**src/sv/dhfd_pkg.sv**
```systemverilog
package dhfd_pkg;

    localparam logic [7:0] SYNC_A = 8'hAA;
    localparam logic [7:0] SYNC_B = 8'hFF;

    localparam int CRC_W     = 16;
    localparam int BYTE_W    = 8;
    localparam int HEIGHT_W  = 14;
    localparam int CFG_IDX_W = 3;
    localparam int CFG_DAT_W = 16;

    localparam logic [7:0] DIGIT_MAX    = 8'd9;
    localparam logic [7:0] TENS_LOW_MAX = 8'd2;
    localparam logic [7:0] TENS_HI_MIN  = 8'd10;
    localparam logic [7:0] TENS_HI_MAX  = 8'd19;
    localparam logic [7:0] HUND_SKIP    = 8'd5;

    localparam logic [CRC_W-1:0] POLY_RST    = 16'h8005;
    localparam logic [CRC_W-1:0] INIT_RST    = 16'hFFFF;
    localparam logic [CRC_W-1:0] XOR_OUT_RST = 16'h0000;
    localparam logic             REFL_IN_RST  = 1'b1;
    localparam logic             REFL_OUT_RST = 1'b1;

    localparam logic [CFG_IDX_W-1:0] IDX_POLY     = 3'd0;
    localparam logic [CFG_IDX_W-1:0] IDX_INIT     = 3'd1;
    localparam logic [CFG_IDX_W-1:0] IDX_XOR_OUT  = 3'd2;
    localparam logic [CFG_IDX_W-1:0] IDX_REFL_IN  = 3'd3;
    localparam logic [CFG_IDX_W-1:0] IDX_REFL_OUT = 3'd4;

    typedef struct packed {
        logic [CRC_W-1:0] poly;
        logic [CRC_W-1:0] init;
        logic [CRC_W-1:0] xor_out;
        logic             reflect_in;
        logic             reflect_out;
    } t_cfg;

    function automatic logic [BYTE_W-1:0] rev8(input logic [BYTE_W-1:0] v);
        logic [BYTE_W-1:0] r;
        for (int i = 0; i < BYTE_W; i++) begin
            r[i] = v[BYTE_W-1-i];
        end
        return r;
    endfunction

    function automatic logic [CRC_W-1:0] rev16(input logic [CRC_W-1:0] v);
        logic [CRC_W-1:0] r;
        for (int i = 0; i < CRC_W; i++) begin
            r[i] = v[CRC_W-1-i];
        end
        return r;
    endfunction

    // one byte through the CRC register, eight shifts
    function automatic logic [CRC_W-1:0] crc_feed(
        input logic [CRC_W-1:0]  crc,
        input logic [BYTE_W-1:0] data,
        input t_cfg              cfg
    );
        logic [CRC_W-1:0]  r;
        logic [BYTE_W-1:0] d;
        d = cfg.reflect_in ? rev8(data) : data;
        r = crc ^ {d, 8'h00};
        for (int i = 0; i < BYTE_W; i++) begin
            if (r[CRC_W-1]) begin
                r = {r[CRC_W-2:0], 1'b0} ^ cfg.poly;
            end else begin
                r = {r[CRC_W-2:0], 1'b0};
            end
        end
        return r;
    endfunction

endpackage

```
**src/sv/desk_height_frame_decoder_unit.sv**
```systemverilog
// Channel  Direction  Handshake                  Payload
// in       input      i_in_valid / o_in_ready    i_rx_byte[7:0]
// out      output     o_out_valid / i_out_ready  o_frame_good, o_height_tenths[13:0]
// cfg      input      i_cfg_wr_en                i_cfg_index[2:0], i_cfg_wdata[15:0]
//
// One transaction per cycle when not stalled; a byte goes from the input to the result register.
// The rate is set by the single parse stage: byte-wide CRC update and digit checks.
// Synchronous active-low reset returns the parser to hunting for the first sync byte
// and loads the CRC registers with their defaults.
// A stalled output holds its result. After any settings write the input stalls
// while the frame bytes held so far are run through the CRC again.
module desk_height_frame_decoder_unit (
    input  logic                            i_clk,
    input  logic                            i_rst_n,
    input  logic                            i_in_valid,
    output logic                            o_in_ready,
    input  logic [dhfd_pkg::BYTE_W-1:0]     i_rx_byte,
    output logic                            o_out_valid,
    input  logic                            i_out_ready,
    output logic                            o_frame_good,
    output logic [dhfd_pkg::HEIGHT_W-1:0]   o_height_tenths,
    input  logic                            i_cfg_wr_en,
    input  logic [dhfd_pkg::CFG_IDX_W-1:0]  i_cfg_index,
    input  logic [dhfd_pkg::CFG_DAT_W-1:0]  i_cfg_wdata
);

    dhfd_pkg::t_cfg                  w_cfg;
    logic                            r_in_valid;
    logic [dhfd_pkg::BYTE_W-1:0]     r_in_byte;
    logic                            r_out_valid;
    logic                            r_out_good;
    logic [dhfd_pkg::HEIGHT_W-1:0]   r_out_height;
    logic                            w_adv;
    logic                            w_step;
    logic                            w_busy;
    logic                            w_good;
    logic [dhfd_pkg::HEIGHT_W-1:0]   w_height;

    assign w_adv      = !r_out_valid || i_out_ready;
    assign w_step     = r_in_valid && w_adv && !w_busy;
    assign o_in_ready = !r_in_valid || (w_adv && !w_busy);

    dhfd_cfg u_cfg (
        .i_clk       (i_clk),
        .i_rst_n     (i_rst_n),
        .i_cfg_wr_en (i_cfg_wr_en),
        .i_cfg_index (i_cfg_index),
        .i_cfg_wdata (i_cfg_wdata),
        .o_cfg       (w_cfg)
    );

    dhfd_parser u_parser (
        .i_clk    (i_clk),
        .i_rst_n  (i_rst_n),
        .i_step   (w_step),
        .i_byte   (r_in_byte),
        .i_cfg    (w_cfg),
        .i_cfg_wr (i_cfg_wr_en),
        .o_busy   (w_busy),
        .o_good   (w_good),
        .o_height (w_height)
    );

    always_ff @(posedge i_clk) begin
        if (!i_rst_n) begin
            r_in_valid  <= 1'b0;
            r_out_valid <= 1'b0;
        end else begin
            if (o_in_ready) begin
                r_in_valid <= i_in_valid;
                if (i_in_valid) r_in_byte <= i_rx_byte;
            end
            if (w_adv) begin
                r_out_valid <= w_step;
                if (w_step) begin
                    r_out_good   <= w_good;
                    r_out_height <= w_height;
                end
            end
        end
    end

    assign o_out_valid     = r_out_valid;
    assign o_frame_good    = r_out_good;
    assign o_height_tenths = r_out_height;

endmodule

```
**src/sv/dhfd_cfg.sv**
```systemverilog
module dhfd_cfg (
    input  logic                            i_clk,
    input  logic                            i_rst_n,
    input  logic                            i_cfg_wr_en,
    input  logic [dhfd_pkg::CFG_IDX_W-1:0]  i_cfg_index,
    input  logic [dhfd_pkg::CFG_DAT_W-1:0]  i_cfg_wdata,
    output dhfd_pkg::t_cfg                  o_cfg
);

    dhfd_pkg::t_cfg r_cfg;

    always_ff @(posedge i_clk) begin
        if (!i_rst_n) begin
            r_cfg.poly        <= dhfd_pkg::POLY_RST;
            r_cfg.init        <= dhfd_pkg::INIT_RST;
            r_cfg.xor_out     <= dhfd_pkg::XOR_OUT_RST;
            r_cfg.reflect_in  <= dhfd_pkg::REFL_IN_RST;
            r_cfg.reflect_out <= dhfd_pkg::REFL_OUT_RST;
        end else if (i_cfg_wr_en) begin
            case (i_cfg_index)
                dhfd_pkg::IDX_POLY:     r_cfg.poly        <= i_cfg_wdata;
                dhfd_pkg::IDX_INIT:     r_cfg.init        <= i_cfg_wdata;
                dhfd_pkg::IDX_XOR_OUT:  r_cfg.xor_out     <= i_cfg_wdata;
                dhfd_pkg::IDX_REFL_IN:  r_cfg.reflect_in  <= i_cfg_wdata[0];
                dhfd_pkg::IDX_REFL_OUT: r_cfg.reflect_out <= i_cfg_wdata[0];
                default: ;
            endcase
        end
    end

    assign o_cfg = r_cfg;

endmodule

```
**src/sv/dhfd_parser.sv**
```systemverilog
module dhfd_parser (
    input  logic                            i_clk,
    input  logic                            i_rst_n,
    input  logic                            i_step,
    input  logic [dhfd_pkg::BYTE_W-1:0]     i_byte,
    input  dhfd_pkg::t_cfg                  i_cfg,
    input  logic                            i_cfg_wr,
    output logic                            o_busy,
    output logic                            o_good,
    output logic [dhfd_pkg::HEIGHT_W-1:0]   o_height
);

    typedef enum logic [2:0] {
        ST_SYNC_A,
        ST_SYNC_B,
        ST_ONES,
        ST_TENS,
        ST_HUND,
        ST_CRC_LO,
        ST_CRC_HI
    } t_state;

    t_state                       r_state, n_state;
    logic [3:0]                   r_ones;
    logic [4:0]                   r_tens;
    logic [3:0]                   r_hund;
    logic [7:0]                   r_crc_lo;
    logic [dhfd_pkg::CRC_W-1:0]   r_crc, n_crc;
    logic [dhfd_pkg::CRC_W-1:0]   w_crc_fed;
    logic [dhfd_pkg::CRC_W-1:0]   w_crc_final;
    logic                         w_crc_match;
    logic [dhfd_pkg::HEIGHT_W-1:0] w_base;
    logic [dhfd_pkg::HEIGHT_W-1:0] w_height;
    logic                         r_rc_busy;
    logic [2:0]                   r_rc_cnt;
    logic [2:0]                   w_rc_need;
    logic [dhfd_pkg::BYTE_W-1:0]  w_rc_byte;
    logic [dhfd_pkg::CRC_W-1:0]   w_rc_fed;

    // running CRC, seeded from init on the first sync byte
    assign w_crc_fed = dhfd_pkg::crc_feed((r_state == ST_SYNC_A) ? i_cfg.init : r_crc,
                                          i_byte, i_cfg);

    // after a settings write, rerun the bytes held so far, one per cycle
    always_comb begin
        case (r_state)
            ST_SYNC_B:            w_rc_need = 3'd1;
            ST_ONES:              w_rc_need = 3'd2;
            ST_TENS:              w_rc_need = 3'd3;
            ST_HUND:              w_rc_need = 3'd4;
            ST_CRC_LO, ST_CRC_HI: w_rc_need = 3'd5;
            default:              w_rc_need = 3'd0;
        endcase
    end

    always_comb begin
        case (r_rc_cnt)
            3'd0:    w_rc_byte = dhfd_pkg::SYNC_A;
            3'd1:    w_rc_byte = dhfd_pkg::SYNC_B;
            3'd2:    w_rc_byte = {4'd0, r_ones};
            3'd3:    w_rc_byte = {3'd0, r_tens};
            default: w_rc_byte = {4'd0, r_hund};
        endcase
    end

    assign w_rc_fed = dhfd_pkg::crc_feed((r_rc_cnt == 3'd0) ? i_cfg.init : r_crc,
                                         w_rc_byte, i_cfg);
    assign o_busy   = r_rc_busy && (r_rc_cnt != w_rc_need);

    assign w_crc_final = (i_cfg.reflect_out ? dhfd_pkg::rev16(r_crc) : r_crc)
                         ^ i_cfg.xor_out;
    assign w_crc_match = (r_crc_lo == w_crc_final[7:0]) && (i_byte == w_crc_final[15:8]);

    always_comb begin
        if (r_tens >= 5'(dhfd_pkg::TENS_HI_MIN)) begin
            w_base   = 14'(r_hund) * 14'd100 + 14'(r_tens - 5'(dhfd_pkg::TENS_HI_MIN)) * 14'd10
                       + 14'(r_ones);
            w_height = w_base;
        end else begin
            w_base   = 14'(r_hund) * 14'd100 + 14'(r_tens) * 14'd10 + 14'(r_ones);
            w_height = w_base * 14'd10;
        end
    end

    always_comb begin
        n_state  = ST_SYNC_A;
        n_crc    = w_crc_fed;
        o_good   = 1'b0;
        o_height = '0;
        case (r_state)
            ST_SYNC_B: begin
                if (i_byte == dhfd_pkg::SYNC_B) n_state = ST_ONES;
            end
            ST_ONES: begin
                if (i_byte <= dhfd_pkg::DIGIT_MAX) n_state = ST_TENS;
            end
            ST_TENS: begin
                if (i_byte <= dhfd_pkg::TENS_LOW_MAX ||
                    (i_byte >= dhfd_pkg::TENS_HI_MIN && i_byte <= dhfd_pkg::TENS_HI_MAX)) begin
                    n_state = ST_HUND;
                end
            end
            ST_HUND: begin
                if (i_byte <= dhfd_pkg::DIGIT_MAX && i_byte != dhfd_pkg::HUND_SKIP) begin
                    n_state = ST_CRC_LO;
                end
            end
            ST_CRC_LO: begin
                n_state = ST_CRC_HI;
                n_crc   = r_crc;
            end
            ST_CRC_HI: begin
                n_crc = r_crc;
                if (i_step && w_crc_match) begin
                    o_good   = 1'b1;
                    o_height = w_height;
                end
            end
            default: begin
                if (i_byte == dhfd_pkg::SYNC_A) n_state = ST_SYNC_B;
            end
        endcase
    end

    always_ff @(posedge i_clk) begin
        if (!i_rst_n) begin
            r_state   <= ST_SYNC_A;
            r_rc_busy <= 1'b0;
            r_rc_cnt  <= '0;
        end else begin
            if (i_step) begin
                r_state <= n_state;
                r_crc   <= n_crc;
                case (r_state)
                    ST_ONES:   r_ones   <= i_byte[3:0];
                    ST_TENS:   r_tens   <= i_byte[4:0];
                    ST_HUND:   r_hund   <= i_byte[3:0];
                    ST_CRC_LO: r_crc_lo <= i_byte;
                    default: ;
                endcase
            end else if (o_busy) begin
                r_crc <= w_rc_fed;
            end
            if (i_cfg_wr) begin
                r_rc_busy <= 1'b1;
                r_rc_cnt  <= '0;
            end else if (o_busy) begin
                r_rc_cnt  <= r_rc_cnt + 3'd1;
            end else begin
                r_rc_busy <= 1'b0;
            end
        end
    end

    a_good_only_at_end: assert property (@(posedge i_clk) disable iff (!i_rst_n)
        o_good |-> (i_step && r_state == ST_CRC_HI))
        else $error("frame good outside the last CRC byte");

    a_end_returns_hunt: assert property (@(posedge i_clk) disable iff (!i_rst_n)
        (i_step && r_state == ST_CRC_HI) |=> (r_state == ST_SYNC_A))
        else $error("parser did not return to hunting after a frame");

    a_hold_without_step: assert property (@(posedge i_clk) disable iff (!i_rst_n)
        !i_step |=> $stable(r_state))
        else $error("parse state moved without a byte");

    a_no_step_while_busy: assert property (@(posedge i_clk) disable iff (!i_rst_n)
        o_busy |-> !i_step)
        else $error("byte taken while the CRC was being rebuilt");

endmodule

```
**config.mk**
```make
export PLATFORM = sky130hd
export DESIGN_NAME = desk_height_frame_decoder_unit
export DESIGN_NICKNAME = d
export VERILOG_FILES = /design/src/sv/dhfd_pkg.sv /design/src/sv/desk_height_frame_decoder_unit.sv /design/src/sv/dhfd_cfg.sv /design/src/sv/dhfd_parser.sv
export SDC_FILE = /design/constraint.sdc
export NUM_CORES = 1
export LEC_CHECK = 0
export BUFFER_PORTS_ARGS = -buffer_cell sky130_fd_sc_hd__clkbuf_2
export CORE_MARGIN = 1
export CORE_UTILIZATION = 50
export CTS_CLUSTER_SIZE = 10
export DETAILED_ROUTE_END_ITERATION = 16
export PLACE_DENSITY = 0.67
export SYNTH_ARGS = -nofsm -noshare
export SYNTH_HDL_FRONTEND = slang
export SYNTH_HIERARCHICAL = 1
export SYNTH_SLANG_ARGS = --single-unit
```
**constraint.sdc**
```tcl
create_clock -name i_clk -period 5.8 [get_ports i_clk]
set_clock_uncertainty 0.2 [all_clocks]
set_input_delay 0.87 -clock i_clk [delete_from_list [all_inputs] [get_ports i_clk]]
set_output_delay 0.87 -clock i_clk [all_outputs]
set_load 0.1 [all_outputs]
```
==> results.toml <==
[die]
fp-row-count = 58
top_level_ports = 49
coreArea_sq_um = 25250
fp.dieW_um = 162.7
initial_core_util = 0.5112
dieArea_sq_um = 26470
die_h_um = 162.7

[routing]
drt_wl_total_um = 34930
first_iter_violations = 803
drc = 0
vias = 11010
routedWlPerCell_um = 18.57
first_pass_iters = 5
ant_nets = 0
via_per_inst = 5.853

[pwr]
ir_drop_mv = 0.1964
p_per_area_nw_per_um2 = 231.8
power.leakage_nw = 5.696

[worst_setup_path]
path_max_fanout = 31
path_cells = "inv_1 > ha_1 > nor2b_1 > o2111a_2 > or3_4 > nand2_4 > mux2_2 > a22oi_1 > mux2_2 > xor2_4 > xor2_4 > xnor3_1 > a22o_1 > nor3_1 > a311o_1 > buf_6 > a31oi_1 > o211a_1"
crit_buf_inv = 2
critPathLaunchType = "flip-flop"
crit_arrival_ns = 5.40
required_ns = 5.79
crit_family = "compound AO/OA/AOI/OAI gates"
r2r_slack_ns = 0.39
crit_type = "flip-flop to flip-flop"
crit_slowest_cell = "or3_4"
slowest_delay_ns = 0.43
end_kind = "flip-flop"

[synthesis]
ys_ff_latch = 119
synthesis.area_sq_um = 12910
async_flop_share = 0
yosysSeqAreaShare = 0.2310
synthMostInstantiatedCell = "nand2_1"
synthFlopType = "edfxtp_1"
syn_area_per_cell_sq_um = 8.428
synthTopCellsByArea = "xnor2_1, edfxtp_1, dfxtp_1"
yosys.area.top_type_share = 0.1411
syn-instance-count = 1532
synthTopCellsByCount = "nand2_1, xnor2_1, mux2i_1, ha_1, clkbuf_1"
synth-edff-count = 60
yosys_warnings = 6
yosys.area.top_type = "xnor2_1"
syn_nets = 1653
synth.distinct_cells = 98

[placement]
gp_congestion = 0.9119
dp_hpwl_um = 25570
dpl.cell_count = 1849
numPortBuffers = 48
place_area_sq_um = 13430

[final_layout]
fill_cells = 2319
drive_gt1_frac = 0.1044
layout.cells.non_filler = 1881
fin_nets = 1659
synthToLayoutAreaGrowth_pct = 8.683
postLayoutCellArea_sq_um = 14030
n_antenna_cell = 0

[clock_tree]
ctsHoldBuffers = 0
clk_pin_slew_ns = 0.07
cts_buffer_depth = 2
cts_tree = "done"
cts_setup_buffers = 0
cts_root_buffer = "clkbuf_16"
numClockSinks = 119
clk_latency_ns = 0.44
cts_resized = 0
cts_made_buffers = 17
htreeDepth = 4

[global_route]
antenna_found_initial = 0
track_usage = 0.2684
grt_pass1_vias = 10360
grt_pass1_wl_um = 55500
grt_max_degree = 96
overflow = 0

[timing]
setup_violations = 0
timing.fmax_mhz = 184.7
worst_pin_slew_ns = 1.001
drv_slew = 0
finalCritPeriodShare = 0.9335
relSlewSlack = 0.3329
fin_crit_ns = 5.415
hold_viol = 0

[outcome]
outcome = "completed"

[hold_path]
hp-class = "flip-flop to flip-flop"

[job]
cap_viol_max_count = 0
worst paths after layout:
check	startpoint	end	cells past startpoint
max	u_parser/r_rc_cnt[0]	u_parser/r_crc[3]	18
min	u_cfg/o_cfg[17]	u_cfg/o_cfg[17]	2
max reg2reg	u_parser/r_rc_cnt[0]	u_parser/r_crc[3]	18
min reg2reg	u_cfg/o_cfg[17]	u_cfg/o_cfg[17]	2
logic make-up (layout without fill, tap and decap cells):
group                    count (synthesis)  after routing  share of synthesized area
AND/OR/NAND/NOR                        520            520                     0.1939
XOR/XNOR                               279            279                     0.2034
AO/OA/AOI/OAI                          261            261                     0.1431
buffers and inverters                  155            174                    0.05117
flip-flops                             119            119                     0.2310
multiplexers                           109            109                    0.08528
adder cells (fa/ha/maj)                 89             89                    0.09206
routing by layer:
metal  routed length [um]  global-route usage
met1                15740              0.3586
met2                16460              0.4501
met3                 1864             0.03209
met4                  869             0.08326
met5                    0                   0
flip-flops by register name (all words and copies together) (netlist names):
name / cells
o_out_valid: 1
u_parser/r_ones: 4
r_in_byte: 8
u_parser/r_crc: 16
u_parser/r_tens: 5
o_frame_good: 1
r_in_valid: 1
o_height_tenths: 14
u_parser/r_hund: 4
u_parser/r_crc_lo: 8
u_parser/r_state: 3
u_cfg/o_cfg: 50
u_parser/r_rc_cnt: 3
u_parser/r_rc_busy: 1
worst register-to-register path, delay by kind of cell, from the launching register on:
| family | cells | cell delay, ns |
|---|---|---|
| AO/OA/AOI/OAI | 6 | 1.32 |
| multiplexers | 2 | 0.77 |
| XOR/XNOR | 3 | 0.97 |
| flip-flops | 1 | 0.40 |
| adder cells (fa/ha/maj) | 1 | 0.26 |
| buffers and inverters | 2 | 0.34 |
| AND/OR/NAND/NOR | 4 | 0.92 |
final cells by class:
type,count,area [sq um],share of cell area
sequential,119,2984,0.2127
inverter,53,198.9,0.01418
clock inverter,12,107.6,0.007668
clock buffer,20,471.7,0.03362
tap,330,412.9,0.02942
multi-input combinational,1258,9305,0.6631
timing repair buffer,89,551.8,0.03932
layout by cell type (no fill, tap or decap), types with 47 or more instances in the layout:
master / Yosys / final
mux2i_1: 105 / 105
nor2_1: 48 / 47
edfxtp_1: 60 / 60
ha_1: 79 / 79
clkbuf_2: 0 / 48
xor2_1: 56 / 56
xnor2_1: 208 / 208
nand2_1: 278 / 278
nor2b_1: 48 / 48
a21oi_1: 65 / 65
inv_1: 52 / 52
dfxtp_1: 59 / 58
where the power goes:
group	switching [mW]	internal [mW]	leakage [nW]	total (mW)
clock network	0.458	0.603	0.286	1.06
logic	0.721	0.500	4.38	1.22
registers	0.0452	0.924	1.03	0.969
metrics by stage:
| stage | TNS (ns) | power, mW | hold slack (ns) | util | setup slack, ns |
|---|---|---|---|---|---|
| global route | -0.03331 | 3.388 | 0.2975 | 0.5556 | -0.03331 |
| detailed placement | 0 | 2.177 | 0.2579 | 0.5317 | 0.1848 |
| finish | 0 | 3.252 | 0.2753 | 0.5556 | 0.3854 |
| global placement | 0 | 2.160 | 0.2556 | 0.5317 | 0.3188 |
| floorplan | 0 | 1.902 | 0.2335 | - | 0.6942 |
| CTS | 0 | 3.241 | 0.2742 | 0.5546 | 0.1457 |
(Power assumes the default switching activity.)
